$ cat config.mk
export PLATFORM = sky130hd
export DESIGN_NAME = serial_drive_command_parser
export DESIGN_NICKNAME = d
export VERILOG_FILES = /design/src/sdcp_pkg.sv /design/src/sdcp_front.sv /design/src/sdcp_queue.sv /design/src/sdcp_back.sv /design/src/serial_drive_command_parser.sv
export SDC_FILE = /design/constraint.sdc
export NUM_CORES = 1
export LEC_CHECK = 0
export BUFFER_PORTS_ARGS = -buffer_cell sky130_fd_sc_hd__buf_2
export CAP_MARGIN = 20
export CORE_MARGIN = 2
export CORE_UTILIZATION = 47
export CTS_CLUSTER_SIZE = 30
export DETAILED_ROUTE_END_ITERATION = 10
export PLACE_DENSITY = 0.69
export RECOVER_POWER = 100
export SLEW_MARGIN = 25
export SYNTH_ARGS = -nofsm -noshare
export SYNTH_HDL_FRONTEND = slang
export SYNTH_SLANG_ARGS = --single-unit
$ cat constraint.sdc
create_clock -name clk -period 4.6 [get_ports clk]
set_input_delay 0.92 -clock clk [delete_from_list [all_inputs] [get_ports clk]]
set_output_delay 0.92 -clock clk [all_outputs]
set_load 0.005 [all_outputs]
$ cat src/sdcp_pkg.sv
// Shared types, constants and helpers for the serial drive-command parser.
// No dependencies.
package sdcp_pkg;

	localparam int FRAME_BYTES_DEF = 64;
	localparam int QUEUE_DEPTH_DEF = 2;

	localparam logic [7:0] CENTER_RESET = 8'd90;

	localparam logic [7:0] CH_NUL   = 8'h00;
	localparam logic [7:0] CH_LF    = 8'h0A;
	localparam logic [7:0] CH_CR    = 8'h0D;
	localparam logic [7:0] CH_STAR  = 8'h2A;
	localparam logic [7:0] CH_PLUS  = 8'h2B;
	localparam logic [7:0] CH_COMMA = 8'h2C;
	localparam logic [7:0] CH_MINUS = 8'h2D;
	localparam logic [7:0] CH_ZERO  = 8'h30;
	localparam logic [7:0] CH_NINE  = 8'h39;
	localparam logic [7:0] CH_SPACE = 8'h20;
	localparam logic [7:0] CH_TAB   = 8'h09;

	localparam int PREFIX_LEN = 5;

	typedef enum logic [1:0] {
		KIND_NONE  = 2'd0,
		KIND_DRIVE = 2'd1,
		KIND_STOP  = 2'd2
	} kind_t;

	// one request handed from the front to the back
	typedef struct packed {
		kind_t      kind;
		logic [7:0] speed;
		logic [7:0] angle;
	} rec_t;

	// number scanner phases
	typedef enum logic [6:0] {
		NP_START1 = 7'b0000001,
		NP_SIGN1  = 7'b0000010,
		NP_NUM1   = 7'b0000100,
		NP_START2 = 7'b0001000,
		NP_SIGN2  = 7'b0010000,
		NP_NUM2   = 7'b0100000,
		NP_DONE   = 7'b1000000
	} np_t;

	typedef struct packed {
		logic neg1;
		logic valid1;
		logic neg2;
		logic valid2;
		logic ended;
	} flags_t;

	function automatic logic [7:0] cmd_char(input logic [2:0] i);
		logic [7:0] r;
		unique case (i)
			3'd0: r = 8'h23; // '#'
			3'd1: r = 8'h43; // 'C'
			3'd2: r = 8'h4D; // 'M'
			3'd3: r = 8'h44; // 'D'
			3'd4: r = 8'h2C; // ','
			default: r = 8'h00;
		endcase
		return r;
	endfunction

	function automatic logic [7:0] stop_char(input logic [2:0] i);
		logic [7:0] r;
		unique case (i)
			3'd0: r = 8'h23; // '#'
			3'd1: r = 8'h53; // 'S'
			3'd2: r = 8'h54; // 'T'
			3'd3: r = 8'h4F; // 'O'
			3'd4: r = 8'h50; // 'P'
			default: r = 8'h00;
		endcase
		return r;
	endfunction

	function automatic logic is_digit(input logic [7:0] c);
		return (c >= CH_ZERO) && (c <= CH_NINE);
	endfunction

	function automatic logic is_space(input logic [7:0] c);
		return (c == CH_SPACE) || ((c >= CH_TAB) && (c <= CH_CR));
	endfunction

	// acc*10 + digit, wrapping at 8 bits
	function automatic logic [7:0] acc_digit(input logic [7:0] acc, input logic [7:0] c);
		logic [7:0] r;
		r = (acc << 3) + (acc << 1) + (c - CH_ZERO);
		return r;
	endfunction

endpackage

$ cat src/sdcp_front.sv
// Front end: byte filter, frame length, prefix match and number scanner.
// Depends on sdcp_pkg. Emits one request per accepted '*' unless the frame is full.
module sdcp_front #(
	parameter int FRAME_BYTES = sdcp_pkg::FRAME_BYTES_DEF
) (
	input  logic              clk,
	input  logic              arst_n,
	input  logic              byte_valid,
	input  logic              byte_ready,
	input  logic [7:0]        byte_data,
	input  logic [7:0]        center_angle,
	output logic              push,
	output sdcp_pkg::rec_t    push_rec
);

	localparam int LenW = $clog2(FRAME_BYTES);
	localparam logic [LenW-1:0] LenMax = LenW'(FRAME_BYTES - 1);
	localparam logic [LenW-1:0] LenPfx = LenW'(sdcp_pkg::PREFIX_LEN);

	logic [LenW-1:0]  len_q, len_n;
	logic             pf_cmd_q, pf_cmd_n;
	logic             pf_stop_q, pf_stop_n;
	sdcp_pkg::np_t    np_q, np_n;
	logic [7:0]       spd_q, spd_n;
	logic [7:0]       ang_q, ang_n;
	sdcp_pkg::flags_t fl_q, fl_n;

	logic acc;
	logic in_pfx;
	logic dig;

	assign acc    = byte_valid && byte_ready;
	assign in_pfx = len_q < LenPfx;
	assign dig    = sdcp_pkg::is_digit(byte_data);

	// result candidate from the current frame state
	always_comb begin
		push_rec = '0;
		if (!in_pfx && pf_cmd_q) begin
			push_rec.kind  = sdcp_pkg::KIND_DRIVE;
			push_rec.speed = 8'd0;
			push_rec.angle = center_angle;
			if (fl_q.valid1) begin
				push_rec.speed = fl_q.neg1 ? (8'd0 - spd_q) : spd_q;
				if (fl_q.valid2)
					push_rec.angle = fl_q.neg2 ? (8'd0 - ang_q) : ang_q;
			end
		end else if (!in_pfx && pf_stop_q) begin
			push_rec.kind = sdcp_pkg::KIND_STOP;
		end else begin
			push_rec.kind = sdcp_pkg::KIND_NONE;
		end
	end

	always_comb begin
		len_n     = len_q;
		pf_cmd_n  = pf_cmd_q;
		pf_stop_n = pf_stop_q;
		np_n      = np_q;
		spd_n     = spd_q;
		ang_n     = ang_q;
		fl_n      = fl_q;
		push      = 1'b0;
		if (acc && byte_data != sdcp_pkg::CH_LF && byte_data != sdcp_pkg::CH_CR) begin
			if (len_q == LenMax || byte_data == sdcp_pkg::CH_STAR) begin
				// full frame drops the byte; '*' closes the frame
				push      = (len_q != LenMax);
				len_n     = '0;
				pf_cmd_n  = 1'b1;
				pf_stop_n = 1'b1;
				np_n      = sdcp_pkg::NP_START1;
				spd_n     = 8'd0;
				ang_n     = 8'd0;
				fl_n      = '0;
			end else begin
				len_n = len_q + LenW'(1);
				if (!fl_q.ended) begin
					if (byte_data == sdcp_pkg::CH_NUL) begin
						fl_n.ended = 1'b1;
						if (in_pfx) begin
							pf_cmd_n  = 1'b0;
							pf_stop_n = 1'b0;
						end
					end else if (in_pfx) begin
						pf_cmd_n  = pf_cmd_q && (byte_data == sdcp_pkg::cmd_char(len_q[2:0]));
						pf_stop_n = pf_stop_q && (byte_data == sdcp_pkg::stop_char(len_q[2:0]));
					end else if (pf_cmd_q) begin
						unique case (np_q)
							sdcp_pkg::NP_START1, sdcp_pkg::NP_START2: begin
								if (sdcp_pkg::is_space(byte_data)) begin
									np_n = np_q;
								end else if (byte_data == sdcp_pkg::CH_PLUS ||
								             byte_data == sdcp_pkg::CH_MINUS) begin
									if (np_q == sdcp_pkg::NP_START2) begin
										fl_n.neg2 = fl_q.neg2 || (byte_data == sdcp_pkg::CH_MINUS);
										np_n      = sdcp_pkg::NP_SIGN2;
									end else begin
										fl_n.neg1 = fl_q.neg1 || (byte_data == sdcp_pkg::CH_MINUS);
										np_n      = sdcp_pkg::NP_SIGN1;
									end
								end else if (dig) begin
									if (np_q == sdcp_pkg::NP_START2) begin
										ang_n       = sdcp_pkg::acc_digit(ang_q, byte_data);
										fl_n.valid2 = 1'b1;
										np_n        = sdcp_pkg::NP_NUM2;
									end else begin
										spd_n       = sdcp_pkg::acc_digit(spd_q, byte_data);
										fl_n.valid1 = 1'b1;
										np_n        = sdcp_pkg::NP_NUM1;
									end
								end else begin
									np_n = sdcp_pkg::NP_DONE;
								end
							end
							sdcp_pkg::NP_SIGN1: begin
								if (dig) begin
									spd_n       = sdcp_pkg::acc_digit(spd_q, byte_data);
									fl_n.valid1 = 1'b1;
									np_n        = sdcp_pkg::NP_NUM1;
								end else begin
									np_n = sdcp_pkg::NP_DONE;
								end
							end
							sdcp_pkg::NP_SIGN2: begin
								if (dig) begin
									ang_n       = sdcp_pkg::acc_digit(ang_q, byte_data);
									fl_n.valid2 = 1'b1;
									np_n        = sdcp_pkg::NP_NUM2;
								end else begin
									np_n = sdcp_pkg::NP_DONE;
								end
							end
							sdcp_pkg::NP_NUM1: begin
								if (dig)
									spd_n = sdcp_pkg::acc_digit(spd_q, byte_data);
								else if (byte_data == sdcp_pkg::CH_COMMA)
									np_n = sdcp_pkg::NP_START2;
								else
									np_n = sdcp_pkg::NP_DONE;
							end
							sdcp_pkg::NP_NUM2: begin
								if (dig)
									ang_n = sdcp_pkg::acc_digit(ang_q, byte_data);
								else
									np_n = sdcp_pkg::NP_DONE;
							end
							default: np_n = sdcp_pkg::NP_DONE;
						endcase
					end
				end
			end
		end
	end

	always_ff @(posedge clk or negedge arst_n) begin
		if (!arst_n) begin
			len_q     <= '0;
			pf_cmd_q  <= 1'b1;
			pf_stop_q <= 1'b1;
			np_q      <= sdcp_pkg::NP_START1;
			spd_q     <= 8'd0;
			ang_q     <= 8'd0;
			fl_q      <= '0;
		end else begin
			len_q     <= len_n;
			pf_cmd_q  <= pf_cmd_n;
			pf_stop_q <= pf_stop_n;
			np_q      <= np_n;
			spd_q     <= spd_n;
			ang_q     <= ang_n;
			fl_q      <= fl_n;
		end
	end

	a_len_bound: assert property (@(posedge clk) disable iff (!arst_n)
		len_q <= LenMax)
		else $error("frame length past limit");

	a_star_restart: assert property (@(posedge clk) disable iff (!arst_n)
		acc && byte_data == sdcp_pkg::CH_STAR |=> len_q == '0)
		else $error("frame not restarted after '*'");

	a_drive_len: assert property (@(posedge clk) disable iff (!arst_n)
		push && push_rec.kind == sdcp_pkg::KIND_DRIVE |-> !in_pfx && pf_cmd_q)
		else $error("drive request from short or mismatched frame");

endmodule

$ cat src/sdcp_queue.sv
// Short register queue between front and back ends.
// Depends on sdcp_pkg for the request type.
module sdcp_queue #(
	parameter int DEPTH = sdcp_pkg::QUEUE_DEPTH_DEF
) (
	input  logic           clk,
	input  logic           arst_n,
	input  logic           push,
	input  sdcp_pkg::rec_t push_rec,
	output logic           full,
	input  logic           pop,
	output logic           not_empty,
	output sdcp_pkg::rec_t pop_rec
);

	localparam int PtrW = (DEPTH > 1) ? $clog2(DEPTH) : 1;
	localparam int CntW = $clog2(DEPTH + 1);
	localparam logic [PtrW-1:0] PtrLast = PtrW'(DEPTH - 1);
	localparam logic [CntW-1:0] CntFull = CntW'(DEPTH);

	sdcp_pkg::rec_t  mem_q [DEPTH];
	logic [PtrW-1:0] wr_q, rd_q;
	logic [CntW-1:0] cnt_q;

	assign full      = (cnt_q == CntFull);
	assign not_empty = (cnt_q != '0);
	assign pop_rec   = mem_q[rd_q];

	always_ff @(posedge clk) begin
		if (push)
			mem_q[wr_q] <= push_rec;
	end

	always_ff @(posedge clk or negedge arst_n) begin
		if (!arst_n) begin
			wr_q  <= '0;
			rd_q  <= '0;
			cnt_q <= '0;
		end else begin
			if (push)
				wr_q <= (wr_q == PtrLast) ? '0 : wr_q + PtrW'(1);
			if (pop)
				rd_q <= (rd_q == PtrLast) ? '0 : rd_q + PtrW'(1);
			if (push && !pop)
				cnt_q <= cnt_q + CntW'(1);
			else if (pop && !push)
				cnt_q <= cnt_q - CntW'(1);
		end
	end

	a_no_overflow: assert property (@(posedge clk) disable iff (!arst_n)
		full && !pop |-> !push)
		else $error("push into full queue");

	a_no_underflow: assert property (@(posedge clk) disable iff (!arst_n)
		pop |-> not_empty)
		else $error("pop from empty queue");

endmodule

$ cat src/sdcp_back.sv
// Back end: applies requests to the held speed and angle and drives results.
// Depends on sdcp_pkg.
module sdcp_back (
	input  logic           clk,
	input  logic           arst_n,
	input  logic           req_valid,
	input  sdcp_pkg::rec_t req,
	output logic           pop,
	output logic           res_valid,
	input  logic           res_ready,
	output sdcp_pkg::kind_t res_kind,
	output logic [7:0]     res_speed,
	output logic [7:0]     res_angle
);

	logic       vld_q;
	logic [7:0] held_spd_q, held_ang_q;
	logic [7:0] spd_n, ang_n;

	assign pop       = req_valid && (!vld_q || res_ready);
	assign res_valid = vld_q;

	always_comb begin
		spd_n = held_spd_q;
		ang_n = held_ang_q;
		unique case (req.kind)
			sdcp_pkg::KIND_DRIVE: begin
				spd_n = req.speed;
				ang_n = req.angle;
			end
			sdcp_pkg::KIND_STOP: spd_n = 8'd0;
			default: ;
		endcase
	end

	always_ff @(posedge clk or negedge arst_n) begin
		if (!arst_n) begin
			vld_q      <= 1'b0;
			held_spd_q <= 8'd0;
			held_ang_q <= sdcp_pkg::CENTER_RESET;
		end else begin
			if (pop) begin
				vld_q      <= 1'b1;
				held_spd_q <= spd_n;
				held_ang_q <= ang_n;
			end else if (res_ready) begin
				vld_q <= 1'b0;
			end
		end
	end

	always_ff @(posedge clk) begin
		if (pop) begin
			res_kind  <= req.kind;
			res_speed <= spd_n;
			res_angle <= ang_n;
		end
	end

	a_stop_zero: assert property (@(posedge clk) disable iff (!arst_n)
		vld_q && res_kind == sdcp_pkg::KIND_STOP |-> res_speed == 8'd0)
		else $error("stop result with non-zero speed");

	a_held_match: assert property (@(posedge clk) disable iff (!arst_n)
		pop |=> res_speed == held_spd_q && res_angle == held_ang_q)
		else $error("result differs from held values");

endmodule

$ cat src/serial_drive_command_parser.sv
// Top level of the serial drive-command parser.
// Depends on sdcp_pkg, sdcp_front, sdcp_queue and sdcp_back.
//
// Takes one received byte per cycle on the s_ stream and frames messages
// on '*'; CR and LF are ignored. "#CMD,<speed>,<angle>" sets the held speed
// and angle, "#STOP" zeroes the speed, anything else leaves them alone.
// Every accepted '*' that fits in the frame gives exactly one result on the
// m_ stream: the message kind and the held speed and angle after it. A byte
// arriving when the frame already holds FRAME_BYTES-1 bytes is dropped and
// the frame restarts without a result. Throughput is one byte per cycle
// while s_tready is high; the front end scans each accepted byte. A
// result passes through a queue slot, then the output register, after its
// '*'. s_tready drops only when the QUEUE_DEPTH-entry queue is full,
// i.e. when results back up behind a stalled m_tready. center_angle (APB
// address 0) is the angle used when the angle field is missing or bad; it
// should be written only while the block is idle. Held angle resets to 90.
module serial_drive_command_parser #(
	parameter int FRAME_BYTES = sdcp_pkg::FRAME_BYTES_DEF,
	parameter int QUEUE_DEPTH = sdcp_pkg::QUEUE_DEPTH_DEF
) (
	input  logic        clk,
	input  logic        arst_n,
	// byte input
	input  logic        s_tvalid,
	output logic        s_tready,
	input  logic [7:0]  s_tdata,   // [7:0] rx_char
	// result output
	output logic        m_tvalid,
	input  logic        m_tready,
	output logic [15:0] m_tdata,   // [7:0] speed, [15:8] angle
	output logic [1:0]  m_tuser,   // [1:0] command_kind
	// configuration
	input  logic        psel,
	input  logic        penable,
	input  logic        pwrite,
	input  logic [2:0]  paddr,
	input  logic [31:0] pwdata,
	output logic [31:0] prdata,
	output logic        pready
);

	logic [7:0]       center_q;
	logic             q_full, q_not_empty, push, pop;
	sdcp_pkg::rec_t   push_rec, pop_rec;
	sdcp_pkg::kind_t  res_kind;
	logic [7:0]       res_speed, res_angle;
	logic             cfg_sel;

	// single register at byte address 0; the low address bits are ignored
	assign cfg_sel = (paddr[2] == 1'b0);
	assign pready  = 1'b1;
	assign prdata  = cfg_sel ? {24'd0, center_q} : 32'd0;

	always_ff @(posedge clk or negedge arst_n) begin
		if (!arst_n) begin
			center_q <= sdcp_pkg::CENTER_RESET;
		end else if (psel && penable && pwrite && pready && cfg_sel) begin
			center_q <= pwdata[7:0];
		end
	end

	// front takes bytes whenever the queue has room for a request
	assign s_tready = !q_full;

	sdcp_front #(
		.FRAME_BYTES(FRAME_BYTES)
	) u_front (
		.clk         (clk),
		.arst_n      (arst_n),
		.byte_valid  (s_tvalid),
		.byte_ready  (s_tready),
		.byte_data   (s_tdata),
		.center_angle(center_q),
		.push        (push),
		.push_rec    (push_rec)
	);

	sdcp_queue #(
		.DEPTH(QUEUE_DEPTH)
	) u_queue (
		.clk      (clk),
		.arst_n   (arst_n),
		.push     (push),
		.push_rec (push_rec),
		.full     (q_full),
		.pop      (pop),
		.not_empty(q_not_empty),
		.pop_rec  (pop_rec)
	);

	sdcp_back u_back (
		.clk      (clk),
		.arst_n   (arst_n),
		.req_valid(q_not_empty),
		.req      (pop_rec),
		.pop      (pop),
		.res_valid(m_tvalid),
		.res_ready(m_tready),
		.res_kind (res_kind),
		.res_speed(res_speed),
		.res_angle(res_angle)
	);

	assign m_tdata = {res_angle, res_speed};
	assign m_tuser = res_kind;

endmodule
==> results.json <==
{
  "routed-via-count": 4802,
  "nets": 780,
  "fin_crit_ps": 3790,
  "cp-end-kind": "flop",
  "placementRows": 44,
  "area_growth_pct": 11.8,
  "met2_length_um": 7080,
  "grt_max_degree": 42,
  "wl_met1_um": 6270,
  "start_util_pct": 48.0,
  "gp_congestion": 0.939,
  "synthCells": 645,
  "critPathMaxFanout": 22,
  "final_core_util_pct": 53.7,
  "grt_setup_unrepaired": "false",
  "synth_top_area_share_pct": 23.3,
  "synth-seq-area-share_pct": 46.9,
  "drt_pass1_iterations": 4,
  "finalMaxSlewViolations": 79,
  "critical_path.max_stage_delay_ps": 800,
  "fp.dieH_um": 126,
  "path_cells": "clkbuf_1, inv_1, ha_1, o2111ai_1, nand3_1, clkbuf_1, nor4_2, clkbuf_1",
  "core_um2": 14500,
  "synth-xor-area-share_pct": 5.42,
  "start_kind": "input pin",
  "diodes": 0,
  "syn_area_per_cell_um2": 10.8,
  "drtIter0Drc": 176,
  "wirelength_um": 14300,
  "synth-simple-area-share_pct": 12.1,
  "vias_per_cell": 5.40,
  "power.density_nw_per_um2": 566,
  "first_global_vias": 4852,
  "yosysWarnings": 0,
  "antenna_found_initial": 0,
  "fp.dieArea_um2": 15800,
  "grt_use_total_pct": 18.8,
  "maxSlewHeadroom_pct": -51.0,
  "async_flop_share_pct": 54.6,
  "crit_cells": 8,
  "worst-path-buf-inv": 4,
  "min_path_type": "reg2reg",
  "drive_gt1_share_pct": 16.0,
  "clkSinkCount": 119,
  "synth_cell_types": 63,
  "max_freq_mhz": 264,
  "cts_repair_resize_count": 0,
  "synthAdderAreaFrac_pct": 7.92,
  "cts_made_buffers": 17,
  "ys.flop_type": "edfxtp_1",
  "violations": "max-capacitance violations, max-slew violations",
  "status": "finished with violations",
  "htreeDepth": 4,
  "critPathTopFamily": "buffers and inverters",
  "crit_top_cell": "clkbuf_1",
  "grt_pass1_wl_um": 23400,
  "required_ps": 4640,
  "clk_latency_ps": 420,
  "synth_top_family_by_area": "simple AND/OR/NAND/NOR gates",
  "place_area_um2": 7280,
  "io_pins": 103,
  "cts_tree": "done",
  "critPathKind": "in2reg",
  "hold_depth": 1,
  "grt.overflow.total": 0,
  "highest_layer": "met4",
  "cts_setup_buffers": 0,
  "synth-compound-area-share_pct": 10.9,
  "post-synth-top-area-cell": "edfxtp_1",
  "finalSetupViolations": 0,
  "synth_edf_count": 54,
  "tns_ps": 0,
  "ctsHoldBuffers": 0,
  "arrival_ps": 3820,
  "fillers": 1256,
  "ys_ff_latch": 119,
  "synth.area.top_cells": "edfxtp_1 (23%), dfrtp_1 (19%), ha_1 (5.0%), mux2i_1 (4.8%), mux2_2 (4.5%)",
  "port_buffers": 51,
  "cts_buffer_depth": 2,
  "worstRegToRegCells": 8,
  "cp_slowest_cell": "clkbuf_1",
  "p_leak_nw": 3.33,
  "maxCapViolations": 2,
  "netlist_area_um2": 6950,
  "dp_hpwl_um": 10400,
  "finClkSkew_ps": 6.94,
  "drc": 0,
  "design_area_um2": 7770,
  "tightest_slew_ps": 2270,
  "min_period_over_period_pct": 82.4,
  "path_clk_slew_ps": 50,
  "root_buffer": "clkbuf_16",
  "total_power_mw": 4.40,
  "timing_hold_violations_final": 0,
  "vdd_drop_max_v": 0.000308,
  "die_x_um": 126,
  "final_antenna_net_count": 0,
  "post_drt_wl_per_cell_um": 16.1,
  "muxShareOfSynthArea_pct": 9.94,
  "wl_met3_um": 660
}
## layout by cell type (no fill, tap or decap), types with 25 or more instances in the layout
master | netlist | routed
nor2_1 | 61 | 61
dfrtp_1 | 54 | 54
edfxtp_1 | 54 | 54
inv_1 | 43 | 43
nand2_1 | 35 | 35
mux2i_1 | 33 | 33
o21ai_0 | 32 | 32
buf_2 | 9 | 31
ha_1 | 28 | 28
xnor2_1 | 27 | 27
a21oi_1 | 27 | 26
mux2_2 | 28 | 26
conb_1 | 2 | 25
## where the power goes
group | internal, mW | total (mW) | switching (mW)
Clock | 0.762 | 1.23 | 0.463
Sequential | 1.44 | 1.66 | 0.219
Combinational | 0.687 | 1.51 | 0.822
Total | 2.89 | 4.40 | 1.50
## sequential cells by signal (all words and copies together), names as in the netlist, 5 cells and up
register	cells
center_q	8
u_back.held_spd_q	8
u_front.fl_q	5
u_queue.mem_q	36
u_front.np_q	7
u_front.len_q	6
u_front.ang_q	8
u_front.spd_q	8
u_back.held_ang_q	8
u_back.res_speed	8
u_back.res_angle	8
## worst reg2reg max path: stages (launching register included)
cell	delay, ps
dfrtp_1	470
ha_1	320
and3_1	260
and3_1	250
a21oi_1	270
clkbuf_1	680
o211ai_1	280
nand3_2	310
mux2_2	380
## cell usage after synthesis (2+ instances only)
| cell type | n |
|---|---|
| buf_2 | 9 |
| a211o_1 | 2 |
| nand3b_1 | 2 |
| a21o_1 | 6 |
| nand2b_1 | 5 |
| mux2_4 | 3 |
| dfrtp_1 | 54 |
| o22a_1 | 3 |
| nor4_1 | 8 |
| and2_1 | 2 |
| nor2b_1 | 12 |
| nand4b_1 | 2 |
| o41ai_1 | 2 |
| nor3_1 | 8 |
| xor2_1 | 16 |
| mux2i_1 | 33 |
| clkbuf_1 | 15 |
| buf_4 | 25 |
| a21oi_1 | 27 |
| edfxtp_1 | 54 |
| o31ai_1 | 7 |
| or3_1 | 4 |
| and3_1 | 3 |
| a31oi_1 | 3 |
| a211oi_1 | 12 |
| nor2_1 | 61 |
| a22o_1 | 5 |
| o21bai_1 | 2 |
| xnor2_1 | 27 |
| and3b_1 | 4 |
| mux2_2 | 28 |
| inv_1 | 43 |
| fa_1 | 10 |
| ha_1 | 28 |
| conb_1 | 2 |
| nand3_1 | 16 |
| o21ai_0 | 32 |
| dfstp_2 | 11 |
| nand2_1 | 35 |
## final timing paths
path                                   from              endpoint  slack, ps
min                        u_queue.cnt_q[1]      u_queue.cnt_q[1]        500
max reg2reg                u_front.len_q[1]      u_front.ang_q[3]       1260
min reg2reg                u_queue.cnt_q[1]      u_queue.cnt_q[1]        500
min in group asynchronous            arst_n      u_front.len_q[0]       1170
max                              s_tdata[4]   u_queue.mem_q[0][7]        810
max in group asynchronous            arst_n  u_back.held_ang_q[4]       2000
## per-layer routing
layer / vias up / GRT usage [%]
li1: 2310 / -
met1: 2338 / 23.1
met2: 130 / 31.3
met3: 24 / 5.18
met4: 0 / 7.65
met5: - / 0
## stage by stage
step | instances | hold slack [ps] | setup slack (ps)
finish | 889 | 500 | 811
global route | 889 | 506 | 608
CTS | 889 | 497 | 1400
detailed placement | 857 | 488 | 967
global placement | 857 | 481 | 1010
floorplan | 668 | 455 | 169
## cells by family after synthesis
logic type / Yosys count
AOI/OAI and AO/OA: 113
xor gates and xnor gates: 43
adders and majority gates: 38
buffers and inverters: 95
DFF: 119
muxes: 64
other: 2
and+or+nand+nor: 171
## layout make-up
| cell class | instances | area (um2) | share of cell area [%] |
|---|---|---|---|
| Sequential cell | 119 | 3260 | 42.0 |
| Inverter | 43 | 161 | 2.08 |
| Multi-Input combinational cell | 454 | 3310 | 42.6 |
| Clock buffer | 22 | 464 | 5.97 |
| Tap cell | 184 | 230 | 2.96 |
| Clock inverter | 10 | 82.6 | 1.06 |
| Timing Repair Buffer | 57 | 263 | 3.38 |
Power figures use the tool's default switching activity.
